**config.mk**
```make
export PLATFORM = sky130hd
export DESIGN_NAME = framed_decimal_record_parser_flat
export DESIGN_NICKNAME = d
export VERILOG_FILES = /design/src/rtl/core/frdp_pkg.sv /design/src/rtl/core/frdp_if.sv /design/src/rtl/core/frdp_scan.sv /design/src/rtl/core/framed_decimal_record_parser.sv /design/src/flat_wrapper.sv
export SDC_FILE = /design/constraint.sdc
export NUM_CORES = 1
export LEC_CHECK = 0
export BUFFER_PORTS_ARGS = -buffer_cell sky130_fd_sc_hd__buf_2
export CAP_MARGIN = 0
export CELL_PAD_IN_SITES_DETAIL_PLACEMENT = 1
export CELL_PAD_IN_SITES_GLOBAL_PLACEMENT = 2
export CORE_MARGIN = 2
export CORE_UTILIZATION = 46
export CTS_CLUSTER_DIAMETER = 120
export DETAILED_ROUTE_END_ITERATION = 7
export GPL_TIMING_DRIVEN = 1
export PLACE_DENSITY = 0.91
export SLEW_MARGIN = 20
export SYNTH_ARGS = -nofsm -noshare
export SYNTH_HDL_FRONTEND = slang
export SYNTH_SLANG_ARGS = --single-unit
```
**constraint.sdc**
```tcl
create_clock -name clk -period 4.9 [get_ports clk]
set_input_delay 0.98 -clock clk [delete_from_list [all_inputs] [get_ports clk]]
set_output_delay 0.98 -clock clk [all_outputs]
set_load 0.02 [all_outputs]
```
**src/rtl/core/frdp_pkg.sv**
```systemverilog
// Shared types, constants and character helpers for the framed decimal record parser.
// No dependencies; every other file of the block imports this package.

package frdp_pkg;

	// Parameter defaults
	localparam int BUFFER_BYTES_DEF = 32;
	localparam int FIELD_COUNT_DEF  = 6;

	// Fixed result shape
	localparam int OUT_FIELDS = 6;
	localparam int BYTE_W     = 8;
	localparam int CNT_W      = 3;

	// Configuration port
	localparam int CFG_IDX_W  = 1;
	localparam int CFG_DATA_W = 8;

	typedef enum logic [CFG_IDX_W-1:0] {
		REG_START_MARKER = 1'b0,
		REG_END_MARKER   = 1'b1
	} cfg_reg_t;

	localparam logic [BYTE_W-1:0] START_MARKER_RST = 8'h3C;
	localparam logic [BYTE_W-1:0] END_MARKER_RST   = 8'h3E;

	// Character codes
	localparam logic [BYTE_W-1:0] CH_NUL   = 8'h00;
	localparam logic [BYTE_W-1:0] CH_COMMA = 8'h2C;
	localparam logic [BYTE_W-1:0] CH_PLUS  = 8'h2B;
	localparam logic [BYTE_W-1:0] CH_MINUS = 8'h2D;
	localparam logic [BYTE_W-1:0] CH_ZERO  = 8'h30;
	localparam logic [BYTE_W-1:0] CH_NINE  = 8'h39;
	localparam logic [BYTE_W-1:0] CH_SPACE = 8'h20;
	localparam logic [BYTE_W-1:0] CH_TAB   = 8'h09;
	localparam logic [BYTE_W-1:0] CH_CR    = 8'h0D;

	// Controller states
	typedef enum logic [1:0] {
		ST_RECV,
		ST_PARSE,
		ST_FINISH
	} state_t;

	// Control from the controller to the token scanner
	typedef struct packed {
		logic clear;
		logic vld;
	} scan_ctl_t;

	// Token scanner phase
	typedef enum logic [1:0] {
		PH_LEAD,
		PH_DIGITS,
		PH_STOP
	} phase_t;

	function automatic logic is_blank(input logic [BYTE_W-1:0] c);
		return (c == CH_SPACE) || ((c >= CH_TAB) && (c <= CH_CR));
	endfunction

	function automatic logic is_digit(input logic [BYTE_W-1:0] c);
		return (c >= CH_ZERO) && (c <= CH_NINE);
	endfunction

endpackage

```
**src/rtl/core/frdp_if.sv**
```systemverilog
// Valid/ready channel interfaces for the byte input and the record result.
// Depends on frdp_pkg for widths.

interface frdp_rx_if import frdp_pkg::*; ();
	logic              valid;
	logic              ready;
	logic [BYTE_W-1:0] rx_byte;

	modport source (output valid, output rx_byte, input ready);
	modport sink   (input valid, input rx_byte, output ready);
endinterface

interface frdp_res_if import frdp_pkg::*; ();
	logic              valid;
	logic              ready;
	logic [BYTE_W-1:0] selected_output;
	logic [BYTE_W-1:0] cpu_util;
	logic [BYTE_W-1:0] ram_util;
	logic [BYTE_W-1:0] cpu_temp;
	logic [BYTE_W-1:0] gpu_temp;
	logic [BYTE_W-1:0] manual_value;
	logic [CNT_W-1:0]  tokens_found;

	modport source (output valid, output selected_output, output cpu_util, output ram_util,
		output cpu_temp, output gpu_temp, output manual_value, output tokens_found,
		input ready);
	modport sink   (input valid, input selected_output, input cpu_util, input ram_util,
		input cpu_temp, input gpu_temp, input manual_value, input tokens_found,
		output ready);
endinterface

```
**src/rtl/core/frdp_scan.sv**
```systemverilog
// Token scanner: consumes one record byte per cycle, splits on commas and
// converts each token to an 8-bit decimal value. Depends on frdp_pkg.

module frdp_scan import frdp_pkg::*; #(
	parameter int FIELD_COUNT = FIELD_COUNT_DEF
) (
	input  logic              clk,
	input  logic              arst_n,
	input  scan_ctl_t         ctl,
	input  logic [BYTE_W-1:0] data,
	output logic [BYTE_W-1:0] fields [OUT_FIELDS],
	output logic [CNT_W-1:0]  tokens
);

	localparam int TOKEN_LIMIT = (FIELD_COUNT < OUT_FIELDS) ? FIELD_COUNT : OUT_FIELDS;
	localparam logic [CNT_W-1:0] CNT_LIMIT = CNT_W'(TOKEN_LIMIT);
	localparam logic [CNT_W-1:0] CNT_SAT   = CNT_W'(TOKEN_LIMIT + 1);

	logic [BYTE_W-1:0] acc_q [TOKEN_LIMIT];
	logic              neg_q [TOKEN_LIMIT];
	logic [CNT_W-1:0]  cnt_q;
	logic              in_tok_q;
	logic              stop_q;
	phase_t            phase_q;

	logic              live;
	logic              tok_byte;
	logic [CNT_W-1:0]  cnt_n;
	phase_t            phase_eff;
	logic [BYTE_W-1:0] cur_acc;
	logic [BYTE_W-1:0] digit;
	logic [BYTE_W-1:0] acc_x10;

	// Decode the current byte
	always_comb begin
		live      = ctl.vld && !stop_q;
		tok_byte  = live && (data != CH_NUL) && (data != CH_COMMA);
		cnt_n     = in_tok_q ? cnt_q : ((cnt_q == CNT_SAT) ? cnt_q : cnt_q + 1'b1);
		phase_eff = in_tok_q ? phase_q : PH_LEAD;
		digit     = data - CH_ZERO;
		cur_acc   = '0;
		for (int f = 0; f < TOKEN_LIMIT; f++) begin
			if (cnt_n == CNT_W'(f + 1)) cur_acc = cur_acc | acc_q[f];
		end
		acc_x10   = {cur_acc[BYTE_W-4:0], 3'b000} + {cur_acc[BYTE_W-2:0], 1'b0};
	end

	// Track token framing
	always_ff @(posedge clk or negedge arst_n) begin
		if (!arst_n) begin
			cnt_q    <= '0;
			in_tok_q <= 1'b0;
			stop_q   <= 1'b0;
			phase_q  <= PH_LEAD;
		end else if (ctl.clear) begin
			cnt_q    <= '0;
			in_tok_q <= 1'b0;
			stop_q   <= 1'b0;
			phase_q  <= PH_LEAD;
		end else if (live) begin
			if (data == CH_NUL) begin
				stop_q <= 1'b1;
			end else if (data == CH_COMMA) begin
				in_tok_q <= 1'b0;
			end else begin
				in_tok_q <= 1'b1;
				cnt_q    <= cnt_n;
				if (cnt_n <= CNT_LIMIT) begin
					case (phase_eff)
						PH_LEAD: begin
							if (is_blank(data)) phase_q <= PH_LEAD;
							else if (data == CH_PLUS || data == CH_MINUS) phase_q <= PH_DIGITS;
							else if (is_digit(data)) phase_q <= PH_DIGITS;
							else phase_q <= PH_STOP;
						end
						PH_DIGITS: begin
							phase_q <= is_digit(data) ? PH_DIGITS : PH_STOP;
						end
						default: phase_q <= PH_STOP;
					endcase
				end else begin
					phase_q <= phase_eff;
				end
			end
		end
	end

	// Accumulate the value of the selected slot
	always_ff @(posedge clk) begin
		for (int f = 0; f < TOKEN_LIMIT; f++) begin
			if (ctl.clear) begin
				acc_q[f] <= '0;
				neg_q[f] <= 1'b0;
			end else if (tok_byte && cnt_n == CNT_W'(f + 1)) begin
				case (phase_eff)
					PH_LEAD: begin
						if (!is_blank(data) && (data == CH_PLUS || data == CH_MINUS)) begin
							neg_q[f] <= (data == CH_MINUS);
						end else if (is_digit(data)) begin
							acc_q[f] <= digit;
						end
					end
					PH_DIGITS: begin
						if (is_digit(data)) acc_q[f] <= acc_x10 + digit;
					end
					default: ;
				endcase
			end
		end
	end

	// Apply signs and pad unused fields
	for (genvar g = 0; g < OUT_FIELDS; g++) begin : g_field
		if (g < TOKEN_LIMIT) begin : g_used
			assign fields[g] = neg_q[g] ? (BYTE_W'(0) - acc_q[g]) : acc_q[g];
		end else begin : g_pad
			assign fields[g] = '0;
		end
	end

	assign tokens = (cnt_q > CNT_LIMIT) ? CNT_LIMIT : cnt_q;

endmodule

```
**src/rtl/core/framed_decimal_record_parser.sv**
```systemverilog
// Framed decimal record parser, top level: framing, record store, result register.
// Depends on frdp_pkg, frdp_if and frdp_scan.

// Bytes are taken one per cycle while receiving. Outside a frame every byte
// is dropped until the start marker; inside, each byte other than the end
// marker is written to a BUFFER_BYTES-deep store, the last slot absorbing any
// overflow. The end marker launches a walk over the stored record through the
// store's single read port, one byte per cycle: input is held off until the
// walk is over and one result is placed in the output register. The next
// frame is received while that result waits; a later end marker holds at the
// end of its walk until the register is free.

module framed_decimal_record_parser import frdp_pkg::*; #(
	parameter int BUFFER_BYTES = BUFFER_BYTES_DEF,
	parameter int FIELD_COUNT  = FIELD_COUNT_DEF
) (
	input  logic                  clk,
	input  logic                  arst_n,
	frdp_rx_if.sink               rx,
	frdp_res_if.source            res,
	input  logic                  cfg_we,
	input  logic [CFG_IDX_W-1:0]  cfg_idx,
	input  logic [CFG_DATA_W-1:0] cfg_data
);

	localparam int AW = $clog2(BUFFER_BYTES);
	localparam logic [AW-1:0] LAST_IDX = AW'(BUFFER_BYTES - 1);

	state_t            state_q, state_n;
	logic [BYTE_W-1:0] start_q, end_q;
	logic              in_frame_q;
	logic [AW-1:0]     widx_q, len_q, ptr_q;
	logic [BYTE_W-1:0] mem [BUFFER_BYTES];
	logic [BYTE_W-1:0] rd_data_s1;
	logic              rd_vld_s1;
	logic              res_valid_q;

	logic              rx_fire, is_end, is_data, issue, load;
	scan_ctl_t         scan_ctl;
	logic [BYTE_W-1:0] fields [OUT_FIELDS];
	logic [CNT_W-1:0]  tokens;

	assign rx.ready = (state_q == ST_RECV);
	assign rx_fire  = rx.valid && rx.ready;
	assign is_end   = in_frame_q && (rx.rx_byte == end_q);
	assign is_data  = in_frame_q && !is_end;
	assign issue    = (state_q == ST_PARSE) && (ptr_q != len_q);
	assign load     = (state_q == ST_FINISH) && (!res_valid_q || res.ready);

	// Configuration registers
	always_ff @(posedge clk or negedge arst_n) begin
		if (!arst_n) begin
			start_q <= START_MARKER_RST;
			end_q   <= END_MARKER_RST;
		end else if (cfg_we) begin
			unique case (cfg_reg_t'(cfg_idx))
				REG_START_MARKER: start_q <= cfg_data;
				REG_END_MARKER:   end_q   <= cfg_data;
				default: ;
			endcase
		end
	end

	// State register
	always_ff @(posedge clk or negedge arst_n) begin
		if (!arst_n) state_q <= ST_RECV;
		else         state_q <= state_n;
	end

	// Next state
	always_comb begin
		state_n = state_q;
		unique case (state_q)
			ST_RECV:   if (rx_fire && is_end) state_n = ST_PARSE;
			ST_PARSE:  if (ptr_q == len_q && !rd_vld_s1) state_n = ST_FINISH;
			ST_FINISH: if (load) state_n = ST_RECV;
			default:   state_n = ST_RECV;
		endcase
	end

	// Framing, write index and walk pointer
	always_ff @(posedge clk or negedge arst_n) begin
		if (!arst_n) begin
			in_frame_q <= 1'b0;
			widx_q     <= '0;
			len_q      <= '0;
			ptr_q      <= '0;
			rd_vld_s1  <= 1'b0;
		end else begin
			rd_vld_s1 <= issue;
			if (issue) ptr_q <= ptr_q + 1'b1;
			if (rx_fire) begin
				if (!in_frame_q) begin
					if (rx.rx_byte == start_q) in_frame_q <= 1'b1;
				end else if (is_end) begin
					in_frame_q <= 1'b0;
					len_q      <= widx_q;
					widx_q     <= '0;
					ptr_q      <= '0;
				end else begin
					widx_q <= (widx_q == LAST_IDX) ? LAST_IDX : widx_q + 1'b1;
				end
			end
		end
	end

	// Record store: write incoming data, read during the walk
	always_ff @(posedge clk) begin
		if (rx_fire && is_data) mem[widx_q] <= rx.rx_byte;
		if (issue) rd_data_s1 <= mem[ptr_q];
	end

	assign scan_ctl.clear = rx_fire && is_end;
	assign scan_ctl.vld   = rd_vld_s1;

	frdp_scan #(
		.FIELD_COUNT(FIELD_COUNT)
	) u_scan (
		.clk    (clk),
		.arst_n (arst_n),
		.ctl    (scan_ctl),
		.data   (rd_data_s1),
		.fields (fields),
		.tokens (tokens)
	);

	// Result register: hold until the beat is taken
	always_ff @(posedge clk or negedge arst_n) begin
		if (!arst_n)                 res_valid_q <= 1'b0;
		else if (load)               res_valid_q <= 1'b1;
		else if (res.ready)          res_valid_q <= 1'b0;
	end

	always_ff @(posedge clk) begin
		if (load) begin
			res.selected_output <= fields[0];
			res.cpu_util        <= fields[1];
			res.ram_util        <= fields[2];
			res.cpu_temp        <= fields[3];
			res.gpu_temp        <= fields[4];
			res.manual_value    <= fields[5];
			res.tokens_found    <= tokens;
		end
	end

	assign res.valid = res_valid_q;

endmodule
```
**src/flat_wrapper.sv**
```systemverilog
// flat-port wrapper written by rule: the top's interface ports become plain ports
module framed_decimal_record_parser_flat import frdp_pkg::*;
#(
	parameter int BUFFER_BYTES = BUFFER_BYTES_DEF,
	parameter int FIELD_COUNT  = FIELD_COUNT_DEF
)
  (clk, arst_n, cfg_we, cfg_idx, cfg_data, rx_valid, rx_rx_byte, rx_ready, res_valid, res_selected_output, res_cpu_util, res_ram_util, res_cpu_temp, res_gpu_temp, res_manual_value, res_tokens_found, res_ready);
  frdp_rx_if rx_i ();
  frdp_res_if res_i ();
  input  logic clk;
  input  logic arst_n;
  input  logic cfg_we;
  input  logic [CFG_IDX_W-1:0] cfg_idx;
  input  logic [CFG_DATA_W-1:0] cfg_data;
  input wire logic [$bits(rx_i.valid)-1:0] rx_valid;
  input wire logic [$bits(rx_i.rx_byte)-1:0] rx_rx_byte;
  output wire logic [$bits(rx_i.ready)-1:0] rx_ready;
  output wire logic [$bits(res_i.valid)-1:0] res_valid;
  output wire logic [$bits(res_i.selected_output)-1:0] res_selected_output;
  output wire logic [$bits(res_i.cpu_util)-1:0] res_cpu_util;
  output wire logic [$bits(res_i.ram_util)-1:0] res_ram_util;
  output wire logic [$bits(res_i.cpu_temp)-1:0] res_cpu_temp;
  output wire logic [$bits(res_i.gpu_temp)-1:0] res_gpu_temp;
  output wire logic [$bits(res_i.manual_value)-1:0] res_manual_value;
  output wire logic [$bits(res_i.tokens_found)-1:0] res_tokens_found;
  input wire logic [$bits(res_i.ready)-1:0] res_ready;
  assign rx_i.valid = rx_valid;
  assign rx_i.rx_byte = rx_rx_byte;
  assign rx_ready = rx_i.ready;
  assign res_valid = res_i.valid;
  assign res_selected_output = res_i.selected_output;
  assign res_cpu_util = res_i.cpu_util;
  assign res_ram_util = res_i.ram_util;
  assign res_cpu_temp = res_i.cpu_temp;
  assign res_gpu_temp = res_i.gpu_temp;
  assign res_manual_value = res_i.manual_value;
  assign res_tokens_found = res_i.tokens_found;
  assign res_i.ready = res_ready;
  framed_decimal_record_parser #(.BUFFER_BYTES(BUFFER_BYTES), .FIELD_COUNT(FIELD_COUNT)) u_core (.clk(clk), .arst_n(arst_n), .rx(rx_i), .res(res_i), .cfg_we(cfg_we), .cfg_idx(cfg_idx), .cfg_data(cfg_data));
endmodule
```
==> summary by stage <==
Logic synthesis
The share of synthesized registers carrying an async set or reset is 10.4%. For this run, the leading register cell type out of synthesis is sky130_fd_sc_hd__edfxtp_1. During synthesis, Yosys emitted a total of 0 warnings.

The area share of the largest cell type after synthesis is between 60% and 70%. The cell type with the largest total area after synthesis is sky130_fd_sc_hd__edfxtp_1. After synthesis, flip-flops and latches occupy approximately two thirds of the total area. The number of nets in the synthesized netlist is about 1200. A synthesized cell averages between 15 and 20 um^2. Yosys attributes the largest share of cell area to sky130_fd_sc_hd__edfxtp_1 (62%), sky130_fd_sc_hd__mux4_2 (10%), sky130_fd_sc_hd__dfrtp_1 (4.7%), sky130_fd_sc_hd__xnor2_1 (2.1%), sky130_fd_sc_hd__nand2_1 (1.8%).

The synthesized design contains between 300 and 400 enable-type register cells. Synthesis produced a netlist whose cell count is ~1100. The area of the mapped netlist is roughly 0.018 mm^2. The number of unique standard cell types used by synthesis is 68.

Synthesis inferred approximately 400 register bits.

Power and ir drop
The switching power total is 2.18 mW. In this run the power density over the cells is around 420 mW/mm^2. After layout, the design draws a total of roughly 8.5 mW.

IR analysis of the VDD net gives a maximum drop of roughly 0.35 mV. Combinational logic burns around 16% of the power. The clock power share is 35.3%. Cell internal power was estimated by the tool at between 6 and 7 mW.

Net switching is about a quarter of the power. In this run the static leakage power is roughly 7.2 nW. The register share of total power is 48.7%.

STA
The total of endpoints with negative setup slack in the final report is 0. The maximum clock frequency is between 200 and 250 MHz. The clock period could shrink to about 4.7 ns. The worst slew slack as a fraction of its limit is 28.6%. The total count of max-transition violations in the final report was 0.

The final critical path takes up between 90% and 100% of the cycle. Setup repair after global routing left no endpoint under its margin. The worst clock skew on the final layout is 0.0265 ns. The slack of the critical path is between 0.2 and 0.25 ns. The total negative setup slack is 0 ns. Hold timing on the final database bottoms out at a slack of 0.501 ns. For the pin with the worst max-slew slack, the measured transition is around 1.1 ns. The number of hold violations in the final report was 0.

Detailed routing
The final routed wirelength across all metal layers is 44500 um. Detailed routing inserted a total of a little over 10000 vias. In the routed design, unresolved DRC markers number 0. The number of routed nets with antenna violations is 0. The number of vias per cell after detailed routing is slightly below 6.

The first-iteration detailed-routing DRC count is ~800. The routed wirelength normalized by instance count is between 20 and 30 um. Before antenna repair, the detailed router went through 7 iterations.

Hold path
The startpoint of the most critical hold path is u_core.len_q[4]$_DFFE_PN0P_. For hold timing, the worst endpoint is u_core.len_q[4]$_DFFE_PN0P_. The min-delay analysis places its worst path in the category reg2reg. The instance count along the most critical hold path is 2.

Outcome
The run finished with clean final reports.

Placed design
Prior to clock tree synthesis, the placed netlist has a worst setup slack of between 0.15 and 0.2 ns. The placed cell area is 0.0190 mm^2. Detailed placement finished with a half-perimeter wire length of 30400 um.

The final weighted congestion in routability-driven placement is ~0.94. Buffers placed on the I/O ports in this run total 74.

Setup path
For the worst setup path, the data arrival time is 5.09 ns. For this run, the slowest stage of the critical path takes 0.56 ns. In this run the critical register-to-register path is launched from u_core.u_scan.cnt_q[1]$_DFFE_PN0P_. The data required time of the worst path is 5.30 ns. The largest delay contributor family on the critical path is compound AO/OA/AOI/OAI gates. The worst-case reg-to-reg path depth is 13.

STA classifies the critical path startpoint as a register. The classification of the worst setup path is reg2reg. The slowest stage of the critical path belongs to the cell sky130_fd_sc_hd__or4b_4. The worst-case register-to-register setup slack is between 0.2 and 0.25 ns. Of all nets on the critical path, the largest fanout is 14. The worst flop-to-flop path endpoint is u_core.u_scan.acc_q[4][7]$_SDFFCE_PN0P_.

The signal on the critical path passes through ha_1 -> or4b_4 -> a21oi_1 -> a222oi_1 -> and2_1 -> fa_1 -> inv_1 -> ha_1 -> a21oi_1 -> o21ai_0 -> xnor2_1 -> xnor3_2 -> a211oi_2. The count of buffering cells on the critical path with inverters included is 1. STA classifies the critical path endpoint as a register.

Clock tree
The number of clock buffers added by TritonCTS is 43. Clock-pin slew was measured on the worst setup and hold paths at roughly 0.06 ns. The clock tree root buffer cell is sky130_fd_sc_hd__clkbuf_16. The number of gates resized after CTS was 0.

The clock tree synthesis step divided the H-tree into 2 levels. Once the clock tree was built, the setup fixing pass inserted 0 buffers. The clock latency of the later-clocked register in the worst-skew pair is about 0.58 ns.

The largest buffer count on any clock path is 3. TritonCTS built the clock tree. The number of hold buffers added after CTS is 0.

The clock net in this run drives a total of just over 400 sinks.

Global routing
The maximum number of pins on one net before global-route repair is 52. The number of antenna violations at the first check in global routing is 0. The number of global-route vias before repair was roughly 11000. For this run, the total global-route usage over all layers was measured as between 20% and 30%. Global routing finished with a remaining overflow of 0. The first global-routing pass estimated 68800 um of wire.

Floorplanning
For this configuration, the core starts out at a cell density of a little under half. In this run the horizontal extent of the chip is 201 um. The area of the core is 0.0386 mm^2. The die is 201 um tall. The floorplan has ~70 rows.

The floorplan step defined a die boundary enclosing a little over 0.04 mm^2. During I/O placement, the number of pins put on the boundary was 75.

Run
The count of maximum capacitance violations is 0.

Finish
The post-route netlist has around 24% of its cells at a drive strength greater than 1. Leaving out fill and tap cells, the most frequent cells in the layout are sky130_fd_sc_hd__edfxtp_1 (369), sky130_fd_sc_hd__nand2_1 (85), sky130_fd_sc_hd__nor2_1 (84). The leading cell type in the layout, fill and taps excluded is sky130_fd_sc_hd__edfxtp_1. After filler insertion, the fill cell instance count of the layout stands at 3632.

The layout-stage area growth over the synthesis result is 13.2%. The count of antenna diodes in the layout is 0. The net count of the finished layout is 1261. The final instance area is 0.0203 mm^2.
how the worst max path moves through the flow:
stage,startpoint,to,slack (ns),depth (start not counted)
global route,u_core.u_scan.cnt_q[1]$_DFFE_PN0P_,u_core.u_scan.acc_q[4][7]$_SDFFCE_PN0P_,0.02,14
floorplan,u_core.u_scan.cnt_q[0]$_DFFE_PN0P_,u_core.u_scan.acc_q[4][7]$_SDFFCE_PN0P_,0.49,18
finish,u_core.u_scan.cnt_q[1]$_DFFE_PN0P_,u_core.u_scan.acc_q[4][7]$_SDFFCE_PN0P_,0.21,13
global placement,u_core.u_scan.cnt_q[1]$_DFFE_PN0P_,u_core.u_scan.acc_q[4][7]$_SDFFCE_PN0P_,0.31,14
detailed placement,u_core.u_scan.cnt_q[1]$_DFFE_PN0P_,u_core.u_scan.acc_q[4][7]$_SDFFCE_PN0P_,0.19,14
CTS,u_core.u_scan.cnt_q[1]$_DFFE_PN0P_,u_core.u_scan.acc_q[4][7]$_SDFFCE_PN0P_,0.17,14
worst reg2reg max path, stage by stage, from the launching register on:
cell and delay (ns):
sky130_fd_sc_hd__dfrtp_2 0.50, sky130_fd_sc_hd__ha_1 0.42, sky130_fd_sc_hd__or4b_4 0.56, sky130_fd_sc_hd__a21oi_1 0.52, sky130_fd_sc_hd__a222oi_1 0.17, sky130_fd_sc_hd__and2_1 0.24
sky130_fd_sc_hd__fa_1 0.54, sky130_fd_sc_hd__inv_1 0.05, sky130_fd_sc_hd__ha_1 0.33, sky130_fd_sc_hd__a21oi_1 0.24, sky130_fd_sc_hd__o21ai_0 0.17, sky130_fd_sc_hd__xnor2_1 0.20
sky130_fd_sc_hd__xnor3_2 0.39, sky130_fd_sc_hd__a211oi_2 0.21
stage by stage:
stage                     util [%]  instances
after floorplan                  -       1103
after global placement        49.4       1683
after detailed placement      49.4       1683
after CTS                     52.7       1760
after global routing          52.7       1760
final                         52.7       1760
power groups by stage:
stage	Sequential [mW]	Combinational, mW	Clock (mW)
2_1_floorplan	4.01	1.07	0
3_3_place_gp	4.21	1.28	0
3_5_place_dp	4.21	1.33	0
4_1_cts	4.15	1.36	3.05
5_1_grt	4.16	1.43	3.17
6_report	4.14	1.35	3.00
sequential cells by signal (all words and copies together), names as in the netlist, 3 cells and up:
register / count
u_core.end_q: 8
u_core.res.selected_output: 8
u_core.res.cpu_util: 8
u_core.res.ram_util: 8
u_core.start_q: 8
u_core.res.manual_value: 8
u_core.widx_q: 5
u_core.u_scan.cnt_q: 3
u_core.ptr_q: 5
u_core.res.gpu_temp: 8
u_core.u_scan.acc_q: 48
u_core.u_scan.neg_q: 6
u_core.res.tokens_found: 3
u_core.len_q: 5
u_core.mem: 256
u_core.rd_data_s1: 8
u_core.res.cpu_temp: 8
synthesized netlist by cell type, drive strengths merged, types with 10 or more instances:
cell type and count:
a21oi 23, a22o 18, buf 14, clkbuf 31, dfrtp 34, edfxtp 369, ha 24, inv 30
mux2 24, mux4 80, nand2 85, nand2b 17, nand3 10, nor2 84, nor4 12, o21ai 32
o22ai 16, o31ai 12, xnor2 44, xor2 26
cell families after synthesis:
family	after synthesis	synth area share, %
flops	412	67.9
simple gates	267	7.30
compound gates	141	5.55
mux	108	11.8
buf+inv	75	1.73
xor+xnor	71	3.55
fa+ha+maj	29	2.23
area by class of cell:
type                    instances  area, um^2  area share [%]
flip-flops and latches        412       12200            60.0
inverters                      30         113           0.555
well taps                     518         648            3.19
repair buffers                107         631            3.11
clock buffers                  52        1110            5.47
clock inverters                25         160           0.789
multi-input cells             616        5470            26.9
metal layers:
layer	track usage [%]	wire, um
met2	39.3	23100
met4	9.87	1930
met1	27.7	17000
met3	4.03	2520
met5	0	0
Power figures use the tool's default switching activity.
